[src/sv/kmli_pkg.sv]
// ----------------------------------------------------------------------------
// kmli_pkg
// Shared types and constants for the layer reflectance/transmittance solver.
// ----------------------------------------------------------------------------
`default_nettype none

package kmli_pkg;

  localparam int LEVEL_W   = 8;
  localparam int Q15_W     = 16;
  localparam int NUM_W     = 40;   // dividend: up to 255 * 2^32
  localparam int DEN_W     = 18;   // divisor: up to 2 * 65025
  localparam int QUO_W     = 33;   // quotient: up to 2^32
  localparam int ROOT_W    = 17;   // square root of a 33-bit value
  localparam int RAD_W     = 2 * ROOT_W;
  localparam int SQ_REM_W  = ROOT_W + 1;

  localparam logic [Q15_W-1:0] ONE_Q15    = 16'd32768;
  localparam logic [16:0]      FULL_SQ    = 17'd65025;
  localparam logic [DEN_W-1:0] TWO_FULL   = 18'd510;
  localparam logic [LEVEL_W-1:0] FULL_LEVEL = 8'd255;

  typedef enum logic [1:0] {
    MODE_ZERO,
    MODE_RATIO,
    MODE_SQRT
  } mode_t;

  typedef struct packed {
    logic  valid;
    mode_t mode;
  } stage_ctl_t;

endpackage

`default_nettype wire

[src/sv/kmli_div_pipe.sv]
// ----------------------------------------------------------------------------
// kmli_div_pipe
// Pipelined restoring divider, one quotient bit per register stage.
// ----------------------------------------------------------------------------
`default_nettype none

module kmli_div_pipe (
  input  wire logic                      clk,
  input  wire logic                      rst,
  input  wire logic                      en,
  input  wire kmli_pkg::stage_ctl_t      ctl_in,
  input  wire logic [kmli_pkg::NUM_W-1:0] num,
  input  wire logic [kmli_pkg::DEN_W-1:0] den,
  output kmli_pkg::stage_ctl_t           ctl_out,
  output logic [kmli_pkg::QUO_W-1:0]     quo
);
  import kmli_pkg::*;

  localparam int NS = QUO_W;

  stage_ctl_t       ctl_q [NS];
  logic [DEN_W-1:0] rem_q [NS];
  logic [QUO_W-1:0] w_q   [NS];
  logic [DEN_W-1:0] den_q [NS];

  for (genvar k = 0; k < NS; k++) begin : g_stage
    stage_ctl_t       ctl_src;
    logic [DEN_W-1:0] rem_src;
    logic [QUO_W-1:0] w_src;
    logic [DEN_W-1:0] den_src;
    logic [DEN_W:0]   trial;
    logic [DEN_W:0]   diff;
    logic             ge;

    if (k == 0) begin : g_first
      // The quotient fits QUO_W bits, so the bits above it start below den.
      assign ctl_src = ctl_in;
      assign rem_src = {{(DEN_W-(NUM_W-QUO_W)){1'b0}}, num[NUM_W-1:QUO_W]};
      assign w_src   = num[QUO_W-1:0];
      assign den_src = den;
    end else begin : g_next
      assign ctl_src = ctl_q[k-1];
      assign rem_src = rem_q[k-1];
      assign w_src   = w_q[k-1];
      assign den_src = den_q[k-1];
    end

    assign trial = {rem_src, w_src[QUO_W-1]};
    assign ge    = trial >= {1'b0, den_src};
    assign diff  = trial - {1'b0, den_src};

    always_ff @(posedge clk) begin
      if (rst) begin
        ctl_q[k].valid <= 1'b0;
      end else if (en) begin
        ctl_q[k].valid <= ctl_src.valid;
      end
      if (en) begin
        ctl_q[k].mode <= ctl_src.mode;
        rem_q[k]      <= ge ? diff[DEN_W-1:0] : trial[DEN_W-1:0];
        w_q[k]        <= {w_src[QUO_W-2:0], ge};
        den_q[k]      <= den_src;
      end
    end
  end

  assign ctl_out = ctl_q[NS-1];
  assign quo     = w_q[NS-1];

endmodule

`default_nettype wire

[config.mk]
export PLATFORM = sky130hd
export DESIGN_NAME = kmli_div_pipe
export DESIGN_NICKNAME = d
export VERILOG_FILES = /design/src/sv/kmli_pkg.sv /design/src/sv/kmli_div_pipe.sv
export SDC_FILE = /design/constraint.sdc
export NUM_CORES = 2
export LEC_CHECK = 0
export ABC_AREA = 1
export BUFFER_PORTS_ARGS = -buffer_cell sky130_fd_sc_hd__buf_2
export CORE_UTILIZATION = 29
export DETAILED_ROUTE_END_ITERATION = 16
export HOLD_SLACK_MARGIN = 0.06
export PLACE_DENSITY = 0.43
export SYNTH_ARGS = -nofsm -noshare
export SYNTH_HDL_FRONTEND = slang
export SYNTH_SLANG_ARGS = --single-unit
export TNS_END_PERCENT = 1
[constraint.sdc]
create_clock -name clk -period 2.9 [get_ports clk]
set_clock_uncertainty 0.05 [all_clocks]
set_input_delay 0.29 -clock clk [delete_from_list [all_inputs] [get_ports clk]]
set_output_delay 0.29 -clock clk [all_outputs]
set_load 0.1 [all_outputs]
==> results.yml <==
status:
  status: "finished, final reports clean"
timing:
  fin_setup_tns_ns: 0
  hold_slack_ns: 0.222
  finalHoldViolations: 0
  slew_headroom: 0.250
  worst_slack_ns: 0.202
  grt_setup_unrepaired: "no"
  max_freq_mhz: 371
  setup-violations-final: 0
  finalCritPeriodShare: 0.930
  fin_crit_ns: 2.70
  tightest_slew_ns: 1.12
  slew_viol_final: 0
power:
  p_sw_frac: 0.391
  p_comb_frac: 0.384
  powerDensity_nw_per_um2: 1030
  p_int_uw: 84800
  p_sw_uw: 54400
  p_leak_uw: 0.0588
  ir_drop_uv: 451
  pwr-share-seq: 0.360
  clock_power_share: 0.256
placement:
  dp_slack_ns: 0.124
  place_hpwl_microns: 235000
  place_congestion: 0.871
  io_buffers: 99
setup_path:
  crit_path_end_kind: "register"
  worstSetupPathType: "reg -> reg"
  cp.required_ns: 3.60
  path_max_fanout: 12
  arrival_ns: 3.39
  start_kind: "register"
synthesis:
  synth_top_flop_cell: "edfxtp_1"
  syn_area_sq_um: 117000
  netlist_instances: 11545
  syn_area_per_cell_sq_um: 10.1
  synth_cell_types: 40
  yosysSeqAreaShare: 0.602
  synth_enable_flop_cells: 2340
  ys_ff_latch: 2340
  yosysWarnings: 0
  syn-num-nets: 12225
  synthArstFlopShare: 0
floorplanning:
  start_util: 0.292
  rows: 232
  dieArea_sq_um: 405000
  fp.dieW_microns: 636
  ios: 100
  die-height_microns: 636
  core_area_sq_um: 400000
clock_network:
  cts_sinks: 2340
  cts_buffers: 288
  insertion_delay_ns: 0.93
  post_cts_buffers: 0
  cts_tree: "yes"
  h-tree-depth: 5
  clockBufferDepth: 4
  clockRootBuffer: "clkbuf_16"
  cts.clk_slew.worst_paths_ns: 0.06
layout:
  multi_input_area_sq_um: 39100
  area_growth_pct: 16.0
  ff_latch_area_sq_um: 70300
  fillers: 40593
  drive_gt1_frac: 0.0815
  nets: 12810
global_routing:
  antenna_found_initial: 1
  first_global_vias: 80286
  grt_pass1_wl_microns: 480000
  grt_max_degree: 120
  grtUsageTotal: 0.152
  overflow: 0
hold_path:
  hold_path_class: "in -> reg"
drt:
  drt_pre_antenna_iters: 6
  vias: 78571
  drc_errors: 0
  ant_nets: 0
  drtIter0Drc: 5345
  wirelength_microns: 312000
  wl_per_cell_microns: 17.7
  vias_per_cell: 4.46
run:
  drv_cap: 0
[flip-flops by register name, indices dropped and copies added (netlist names)]
| register | cells |
|---|---|
| w_q | 1089 |
| ctl_q | 99 |
| den_q | 576 |
| rem_q | 576 |
[critical path: stages (launching register included)]
cell and delay, ns:
edfxtp_1 0.39, ha_1 0.38, nand2_1 0.13, nor2_1 0.06
nand2_1 0.15, nor3_1 0.08, nor2_1 0.84, buf_4 0.30
nand3_1 0.09, nand2_1 0.08
[layout by cell type (no fill, tap or decap), types with 145 or more instances in the layout]
cell type | netlist | final
nor2_1 | 827 | 826
inv_1 | 1696 | 1696
ha_1 | 584 | 584
a21oi_1 | 279 | 279
clkbuf_16 | 0 | 291
nand3_1 | 931 | 931
edfxtp_1 | 2340 | 2340
buf_4 | 14 | 145
xor2_1 | 236 | 236
nand2_1 | 3545 | 3545
nand3b_1 | 248 | 248
[layer usage]
| layer | wire length (microns) | global-route usage | up-vias |
|---|---|---|---|
| met2 | 150000 | 0.260 | 1270 |
| met3 | 9890 | 0.0170 | 481 |
| met1 | 142000 | 0.199 | 37301 |
| met5 | 0 | 0 | - |
| met4 | 10000 | 0.0487 | 0 |
| li1 | - | - | 39519 |
[timing repair]
action / in CTS / in global routing
hold buffers: 121 / 0
endpoints found under the setup margin: 0 / 5
endpoints found under the hold margin: 157 / 0
gates resized for setup: 0 / 1
[power groups by stage]
stage / sequential (uW) / combinational [uW] / clock (uW)
final: 50200 / 53500 / 35600
after global routing: 50800 / 60700 / 38200
after CTS: 50400 / 54000 / 37100
after detailed placement: 51000 / 53500 / 0
after global placement: 51100 / 53800 / 0
after floorplan: 48700 / 37700 / 0
[final timing paths]
check                 from             to  slack, ns  depth (start not counted)
min                num[35]    rem_q[0][3]       0.22                          4
max reg2reg  rem_q[0][512]  rem_q[0][532]       0.20                          9
max          rem_q[0][512]  rem_q[0][532]       0.20                          9
min reg2reg   ctl_q[14][1]   ctl_q[15][1]       0.35                          0
[metrics by stage]
stage               area (sq um)  std cells   util  power [uW]
global placement          125000      16984  0.312      105000
detailed placement        125000      16984  0.312      105000
CTS                       135000      17615  0.338      142000
floorplan                 117000      11545      -       86300
global route              135000      17617  0.338      150000
finish                    135000      17618  0.338      139000
[cells by family after synthesis]
kind of cell    after synthesis  synth area share
compound gates              528            0.0274
xor+xnor                    254            0.0191
fa+ha+maj                   616            0.0681
buf+inv                    1825            0.0624
flops                      2340             0.602
simple gates               5982             0.221
[synth_stat cells, types with 52 or more instances]
library cell	n	area share
o21ai_0	79	0.0034
nand4_1	72	0.0039
a21oi_1	279	0.012
edfxtp_1	2340	0.60
nor3_1	121	0.0052
inv_1	1696	0.055
nand3_1	931	0.040
buf_2	52	0.0022
nand2_2	73	0.0039
nand2_1	3545	0.11
or2_2	57	0.0031
nand3b_1	248	0.016
xor2_1	236	0.018
nor2_1	827	0.027
ha_1	584	0.063
[cell type report]
cell class,instances,area share
repair buffers,405,0.0267
inverters,1715,0.0476
multi-input cells,7380,0.289
well taps,5265,0.0487
diodes,3,0.0000555
clock buffers,345,0.0553
clock inverters,165,0.0132
flip-flops and latches,2340,0.519
No activity file was read; power rests on OpenSTA's default activity.
