<file path="src/sv/kmli_pkg.sv">
// ----------------------------------------------------------------------------
// kmli_pkg
// Shared types and constants for the layer reflectance/transmittance solver.
// ----------------------------------------------------------------------------
`default_nettype none

package kmli_pkg;

  localparam int LEVEL_W   = 8;
  localparam int Q15_W     = 16;
  localparam int NUM_W     = 40;   // dividend: up to 255 * 2^32
  localparam int DEN_W     = 18;   // divisor: up to 2 * 65025
  localparam int QUO_W     = 33;   // quotient: up to 2^32
  localparam int ROOT_W    = 17;   // square root of a 33-bit value
  localparam int RAD_W     = 2 * ROOT_W;
  localparam int SQ_REM_W  = ROOT_W + 1;

  localparam logic [Q15_W-1:0] ONE_Q15    = 16'd32768;
  localparam logic [16:0]      FULL_SQ    = 17'd65025;
  localparam logic [DEN_W-1:0] TWO_FULL   = 18'd510;
  localparam logic [LEVEL_W-1:0] FULL_LEVEL = 8'd255;

  typedef enum logic [1:0] {
    MODE_ZERO,
    MODE_RATIO,
    MODE_SQRT
  } mode_t;

  typedef struct packed {
    logic  valid;
    mode_t mode;
  } stage_ctl_t;

endpackage

`default_nettype wire

</file>
<file path="src/sv/kmli_sqrt_pipe.sv">
// ----------------------------------------------------------------------------
// kmli_sqrt_pipe
// Pipelined digit-by-digit integer square root, one root bit per stage.
// ----------------------------------------------------------------------------
`default_nettype none

module kmli_sqrt_pipe (
  input  wire logic                       clk,
  input  wire logic                       rst,
  input  wire logic                       en,
  input  wire kmli_pkg::stage_ctl_t       ctl_in,
  input  wire logic [kmli_pkg::QUO_W-1:0] rad,
  output kmli_pkg::stage_ctl_t            ctl_out,
  output logic [kmli_pkg::ROOT_W-1:0]     root,
  output logic [kmli_pkg::Q15_W-1:0]      pass
);
  import kmli_pkg::*;

  localparam int NS = ROOT_W;

  stage_ctl_t          ctl_q  [NS];
  logic [SQ_REM_W-1:0] rem_q  [NS];
  logic [ROOT_W-1:0]   root_q [NS];
  logic [RAD_W-1:0]    rad_q  [NS];
  logic [Q15_W-1:0]    pass_q [NS];

  for (genvar k = 0; k < NS; k++) begin : g_stage
    stage_ctl_t          ctl_src;
    logic [SQ_REM_W-1:0] rem_src;
    logic [ROOT_W-1:0]   root_src;
    logic [RAD_W-1:0]    rad_src;
    logic [Q15_W-1:0]    pass_src;
    logic [SQ_REM_W+1:0] cur;
    logic [SQ_REM_W+1:0] trial;
    logic [SQ_REM_W+1:0] diff;
    logic                ge;

    if (k == 0) begin : g_first
      assign ctl_src  = ctl_in;
      assign rem_src  = '0;
      assign root_src = '0;
      assign rad_src  = {{(RAD_W-QUO_W){1'b0}}, rad};
      assign pass_src = rad[Q15_W-1:0];
    end else begin : g_next
      assign ctl_src  = ctl_q[k-1];
      assign rem_src  = rem_q[k-1];
      assign root_src = root_q[k-1];
      assign rad_src  = rad_q[k-1];
      assign pass_src = pass_q[k-1];
    end

    assign cur   = {rem_src, rad_src[RAD_W-1 -: 2]};
    assign trial = {{(SQ_REM_W-ROOT_W){1'b0}}, root_src, 2'b01};
    assign ge    = cur >= trial;
    assign diff  = cur - trial;

    always_ff @(posedge clk) begin
      if (rst) begin
        ctl_q[k].valid <= 1'b0;
      end else if (en) begin
        ctl_q[k].valid <= ctl_src.valid;
      end
      if (en) begin
        ctl_q[k].mode <= ctl_src.mode;
        rem_q[k]      <= ge ? diff[SQ_REM_W-1:0] : cur[SQ_REM_W-1:0];
        root_q[k]     <= {root_src[ROOT_W-2:0], ge};
        rad_q[k]      <= {rad_src[RAD_W-3:0], 2'b00};
        pass_q[k]     <= pass_src;
      end
    end
  end

  assign ctl_out = ctl_q[NS-1];
  assign root    = root_q[NS-1];
  assign pass    = pass_q[NS-1];

endmodule

`default_nettype wire

</file>
<file path="config.mk">
export PLATFORM = sky130hd
export DESIGN_NAME = kmli_sqrt_pipe
export DESIGN_NICKNAME = d
export VERILOG_FILES = /design/src/sv/kmli_pkg.sv /design/src/sv/kmli_sqrt_pipe.sv
export SDC_FILE = /design/constraint.sdc
export NUM_CORES = 1
export LEC_CHECK = 0
export BUFFER_PORTS_ARGS = -buffer_cell sky130_fd_sc_hd__buf_2
export CAP_MARGIN = 25
export CORE_MARGIN = 2
export CORE_UTILIZATION = 45
export CTS_BUF_LIST = sky130_fd_sc_hd__clkbuf_16
export DETAILED_ROUTE_END_ITERATION = 16
export REMOVE_ABC_BUFFERS = 1
export SLEW_MARGIN = 20
export SYNTH_ARGS = -nofsm -noshare
export SYNTH_HDL_FRONTEND = slang
export SYNTH_SLANG_ARGS = --single-unit
</file>
<file path="constraint.sdc">
create_clock -name clk -period 2.8 [get_ports clk]
set_input_delay 0.14 -clock clk [delete_from_list [all_inputs] [get_ports clk]]
set_output_delay 0.14 -clock clk [all_outputs]
set_load 0.05 [all_outputs]
</file>
==> results of run 1 <==
==> path summary, 6_finish.rpt <==
check,endpoint,slack (ns),start
max,rem_q[0][257],0.07,rem_q[0][235]
min,ctl_q[2][2],0.11,rst
max reg2reg,rem_q[0][257],0.07,rem_q[0][235]
min reg2reg,pass_q[0][254],0.41,pass_q[0][238]
==> routing by layer <==
metal / wire [µm] / GRT usage / share of wire
met4: 1850 / 0.0514 / 0.030
met5: 0 / 0 / 0
met3: 2080 / 0.0274 / 0.033
met1: 27700 / 0.199 / 0.45
met2: 30300 / 0.258 / 0.49
==> sequential cells by signal (all words and copies together) (netlist names) <==
| signal | flops |
|---|---|
| root_q | 153 |
| pass_q | 272 |
| rad_q | 72 |
| ctl_q | 51 |
| rem_q | 264 |
==> per-stage QoR <==
step	hold WS, ns	area [µm²]	setup WS (ns)	power [mW]	cells
global route	0.150	41200	-0.0226	33.2	3862
finish	0.112	41200	0.0719	31.7	3862
CTS	0.0718	40900	0.0135	32.0	3853
detailed placement	0.318	37600	-0.0460	20.2	3655
global placement	0.317	37600	0.00218	20.1	3655
floorplan	0.239	35200	-1.17	18.7	2459
==> report_power, final <==
group          leakage (nW)  switching (mW)  internal (mW)
registers              7.82           0.669           15.0
clock network          1.48            4.60           6.97
logic                  6.45            2.49           1.99
==> cell families (layout without fill, tap and decap cells) <==
| kind of cell | count (synthesis) | after routing |
|---|---|---|
| buffers and inverters | 232 | 565 |
| XOR/XNOR | 203 | 203 |
| multiplexers | 39 | 39 |
| flip-flops | 812 | 812 |
| AND/OR/NAND/NOR | 596 | 596 |
| adder cells (fa/ha/maj) | 170 | 170 |
| AO/OA/AOI/OAI | 436 | 436 |
| other | 1 | 1 |
==> worst min-delay path, delay by kind of cell <==
family / cells / cell delay, ns
and+or+nand+nor: 2 / 0.34
buffers and inverters: 1 / 0.08
==> cell type report <==
class | instances | area, µm² | share of cell area
flip-flops and latches | 812 | 24400 | 0.592
multi-input cells | 1445 | 10200 | 0.248
clock buffers | 89 | 2230 | 0.0541
repair buffers | 202 | 1580 | 0.0384
well taps | 1040 | 1300 | 0.0316
inverters | 202 | 758 | 0.0184
clock inverters | 72 | 694 | 0.0169
==> cells in the final DEF (no fill, tap or decap), drive strengths merged, types with 6 or more instances in the layout <==
| cell type | Yosys | final |
|---|---|---|
| o31ai | 15 | 15 |
| and3 | 6 | 6 |
| edfxtp | 812 | 812 |
| nand4 | 23 | 23 |
| xor2 | 89 | 89 |
| clkinv | 1 | 40 |
| o211ai | 17 | 17 |
| or3 | 27 | 27 |
| o21ai | 103 | 103 |
| nand2b | 30 | 30 |
| ha | 170 | 170 |
| mux2 | 33 | 33 |
| nor3 | 63 | 63 |
| bufinv | 0 | 13 |
| clkbuf | 26 | 89 |
| a21o | 37 | 37 |
| dlygate4sd3 | 0 | 37 |
| buf | 4 | 165 |
| nor2 | 173 | 173 |
| o21a | 23 | 23 |
| nor3b | 10 | 10 |
| mux2i | 6 | 6 |
| a211oi | 21 | 21 |
| nand2 | 117 | 117 |
| a21oi | 151 | 151 |
| nand3 | 33 | 33 |
| or2 | 10 | 10 |
| and2 | 23 | 23 |
| inv | 201 | 217 |
| xnor2 | 114 | 114 |
| or4 | 14 | 14 |
| o21bai | 14 | 14 |
| nor2b | 25 | 25 |
| a21boi | 7 | 7 |
| nor4 | 28 | 28 |
| a31oi | 9 | 9 |
==> what timing repair did <==
| item | CTS | global route |
|---|---|---|
| hold buffers | 37 | 0 |
| buffers inserted | 0 | 7 |
| resized for setup | 2 | 41 |
| pin swaps | 0 | 7 |
| gates cloned | 0 | 2 |
| hold endpoints to repair | 65 | 0 |
| setup endpoints to repair | 4 | 88 |
==> results_dict.tcl, run 1 <==
set metrics [dict create \
    hpwlAfterDp_mm 42.5 \
    diodes 0 \
    arrival_ns 3.08 \
    setup_tns_ns 0 \
    synth_top_family_by_area "simple AND/OR/NAND/NOR gates" \
    n_fill_cell 6426 \
    status "finished clean" \
    synth-async-reset-ratio 0 \
    fin_nets 2959 \
    vdd_drop_max_mv 0.739 \
    die_y_um 284 \
    antenna_found_initial 0 \
    gp_congestion 0.876 \
    overflow 0 \
    fin_crit_sh 0.974 \
    synth_xor_area_frac 0.0504 \
    reg2reg_depth 8 \
    synth_top_cells_by_count "edfxtp_1, inv_1, nor2_1" \
    numCtsBuffers 87 \
    leakage_nw 15.7 \
    drcViolationCount 0 \
    coreArea_um2 77500 \
    grt_pass1_vias 19819 \
    numPortBuffers 74 \
    clk_pin_slew_worst_paths_ns 0.06 \
    synthMostInstantiatedCell "edfxtp_1" \
    syn_to_final_growth_pct 16.7 \
    crit_path_max_incr_delay_ns 0.41 \
    synth_area_um2 35300 \
    worst_path_max_delay_cell "edfxtp_1" \
    wl_per_cell_um 16.0 \
    yosys.area_share.simple 0.0848 \
    crit_buf_inv 1 \
    tightest_slew_ns 0.715 \
    yosysSeqAreaShare 0.691 \
    grt_use_total 0.152 \
    power_density_nw_per_um2 770 \
    drive_gt1_frac 0.133 \
    finalCriticalPeriod_ns 2.73 \
    drt-pass1-iter-count 5 \
    fp.dieW_um 284 \
    ys_top_cells_by_area "edfxtp_1, ha_1, xnor2_1, xor2_1, a21oi_1" \
    cp.required_ns 3.15 \
    cts_root_buf "clkbuf_16" \
    synthAdderAreaFrac 0.0603 \
    ys_warn_count 0 \
    insertion_delay_ns 0.62 \
    syn_area_per_cell_um2 14.2 \
    critical_path.max_fanout 10 \
    path_class "reg -> reg" \
    synth_top_area_frac 0.691 \
    worstHoldPathType "in -> reg" \
    grt_pass1_wl_mm 101 \
    grt_max_degree 125 \
    max_cap_violations 0 \
    synth_compound_area_frac 0.0762 \
    grt_setup_unrepaired "true" \
    worst_setup_path_end_kind "flip-flop" \
    clockBufferDepth 3 \
    syn_inst 2489 \
    hold_violations 0 \
    finalSetupViolations 0 \
    synth_area_leader_cell "edfxtp_1" \
    post-route-util 0.531 \
    cts_tree "done" \
    first_iter_violations 1300 \
    final_max_slew_viol_count 0 \
    path_common_cell "o211ai_1" \
    ys_types 68 \
    pin_count 75 \
    synth_seq_cells 812 \
    cts_max_level 3 \
    die_area_um2 80600 \
    start_kind "flip-flop" \
    worst-path-stages 8 \
    maxSlewHeadroom 0.523 \
    via_count 19862 \
    viasPerCell 5.14 \
    crit_chain "ha_1, o21a_1, o31a_1, o211ai_1, and3b_2, o211ai_1, buf_6, mux2_2" \
    max_freq_ghz 0.367 \
    ys.flop_type "edfxtp_1" \
    start_util 0.455 \
    drt-total-wl_mm 62.0 \
    clock_sinks 812 \
    synth.area.mux_share 0.0122 \
    fin_skew_ns 0.0243 \
    postRouteAntennaNets 0 \
    rows 102 \
    hold_depth 3 \
    cp_top_family "compound AO/OA/AOI/OAI gates" \
    synth_edf_count 812 \
]
Power figures use the tool's default switching activity.
==> inputs of run 2 (changes only) <==
Settings changed: GPL_TIMING_DRIVEN set to 0.
==> run 2 against run 1 <==
Net effect: maximum frequency decreased by 2.1%; sequential power about the same; register-to-register slack got worse by 0.06 ns; non-clock buffer count decreased by 36; largest power group unchanged.
==> results_dict.tcl, run 2 (synthesized netlist as in run 1, its figures left out) <==
set metrics [dict create \
    diodes 0 \
    fp.dieW_um 284 \
    grt_setup_unrepaired "true" \
    max_cap_violations 0 \
    power_density_nw_per_um2 754 \
    crit_path_max_incr_delay_ns 0.39 \
    grt_pass1_vias 19432 \
    first_iter_violations 1067 \
    ff2ff_setup_slack_ns 0.01 \
    vdd_drop_max_mv 0.476 \
    stdcell_area_um2 41100 \
    leakage_nw 15.6 \
    fin_crit_sh 0.995 \
    hold_slack_ns 0.0883 \
    top_register "pass_q" \
    grt_max_degree 108 \
    overflow 0 \
    max_freq_ghz 0.359 \
    die_area_um2 80600 \
    path_class "reg -> reg" \
    drt-pass1-iter-count 5 \
    grt_use_total 0.144 \
    worstHoldPathType "in -> reg" \
    syn_to_final_growth_pct 16.5 \
    cts_max_level 3 \
    report.power.total_mw 31.0 \
    place_inst 3588 \
    worst_setup_path_end_kind "flip-flop" \
    worst_path_max_delay_cell "edfxtp_1" \
    via_count 19720 \
    finalCriticalPeriod_ns 2.79 \
    drive_gt1_frac 0.133 \
    fin_nets 2928 \
    hold_violations 0 \
    status "finished clean" \
    postRouteAntennaNets 0 \
    maxSlewHeadroom 0.549 \
    gp_congestion 0.885 \
    cts_root_buf "clkbuf_16" \
    pre_cts_ws_ns -0.525 \
    critical_path.max_fanout 8 \
    numCtsBuffers 88 \
    clock_sinks 812 \
    start_util 0.455 \
    final_max_slew_viol_count 0 \
    numPortBuffers 74 \
    finalSetupViolations 0 \
    layout_commonest_cell "edfxtp_1" \
    hpwlAfterDp_mm 40.3 \
    arrival_ns 3.17 \
    drcViolationCount 0 \
    place_area_um2 37200 \
    fin_skew_ns 0.0307 \
    insertion_delay_ns 0.64 \
    setup_ws_ns 0.0133 \
    largest_register_ffs 272 \
    crit_chain "ha_1, nor2b_1, o31ai_2, a21o_1, o22ai_2, o32ai_4, buf_6, inv_1, mux2_1" \
    clk_pin_slew_worst_paths_ns 0.06 \
    coreArea_um2 77500 \
    top_regs "pass_q: 272 flops, rem_q: 264 flops, root_q: 153 flops" \
    drt-total-wl_mm 59.0 \
    clockBufferDepth 3 \
    tightest_slew_ns 0.675 \
    grt_pass1_wl_mm 95.7 \
    viasPerCell 5.15 \
    cts_tree "done" \
    cp.required_ns 3.19 \
    final_cell_mix "edfxtp_1, inv_1, nor2_1" \
    wl_per_cell_um 15.4 \
    rows 102 \
    antenna_found_initial 0 \
    setup_tns_ns 0 \
    pin_count 75 \
    start_kind "flip-flop" \
    post-route-util 0.530 \
    die_y_um 284 \
    stdcell_count 3830 \
]
==> run 2: cell types whose count changed in the layout (fill, tap and decap cells not counted), moves of 3 or more <==
cell       change
clkinv_1       -4
nor4_2         +4
ha_1           -8
ha_4           +3
inv_1          +6
ha_2           +5
bufinv_16      -8
buf_12         -9
nor4_1         -5
buf_4         -36
clkinv_2       +4
buf_16         +9
==> run 2: final timing paths <==
kind                        from        endpoint  depth (start not counted)
setup reg to reg   rem_q[0][252]   rem_q[0][277]                          9
hold / removal               rst    ctl_q[12][2]                          3
setup / recovery   rem_q[0][252]   rem_q[0][277]                          9
hold reg to reg   pass_q[0][232]  pass_q[0][248]                          0
==> run 2: layout make-up <==
class	instances	area, µm²
clock buffer	89	2230
clock inverter	72	553
fill	6399	36400
inverter	202	758
multi-input combinational	1449	10500
sequential	812	24400
tap	1040	1300
timing repair buffer	166	1400
==> run 2: routing by layer <==
metal | vias to the layer above | share of wire | wire length [µm] | GRT usage
li1 | 9745 | - | - | -
met1 | 9473 | 0.42 | 25000 | 0.175
met2 | 360 | 0.50 | 29400 | 0.248
met3 | 142 | 0.041 | 2440 | 0.0268
met4 | 0 | 0.037 | 2160 | 0.0668
met5 | - | 0 | 0 | 0
==> run 2: where the power goes <==
group          internal (mW)  switching, mW  leakage [nW]
sequential              15.0          0.654          7.82
clock                   6.28           4.62          1.45
combinational           1.96           2.47          6.32
total                   23.2           7.74          15.6
==> run 2: worst max-delay path: cells and delay by family (launching register included) <==
kind | cells | cell delay, ns
adders and majority gates | 1 | 0.38
AOI/OAI and AO/OA | 4 | 1.04
and+or+nand+nor | 1 | 0.17
buffers and inverters | 2 | 0.25
muxes | 1 | 0.31
DFF | 1 | 0.39
==> run 2: timing repair <==
item,4_1_cts,5_1_grt
setup endpoints to repair,135,76
gates resized for setup,34,50
pin swaps,13,16
hold endpoints to repair,80,0
setup buffers,17,22
hold buffers,37,0
cloned,1,5
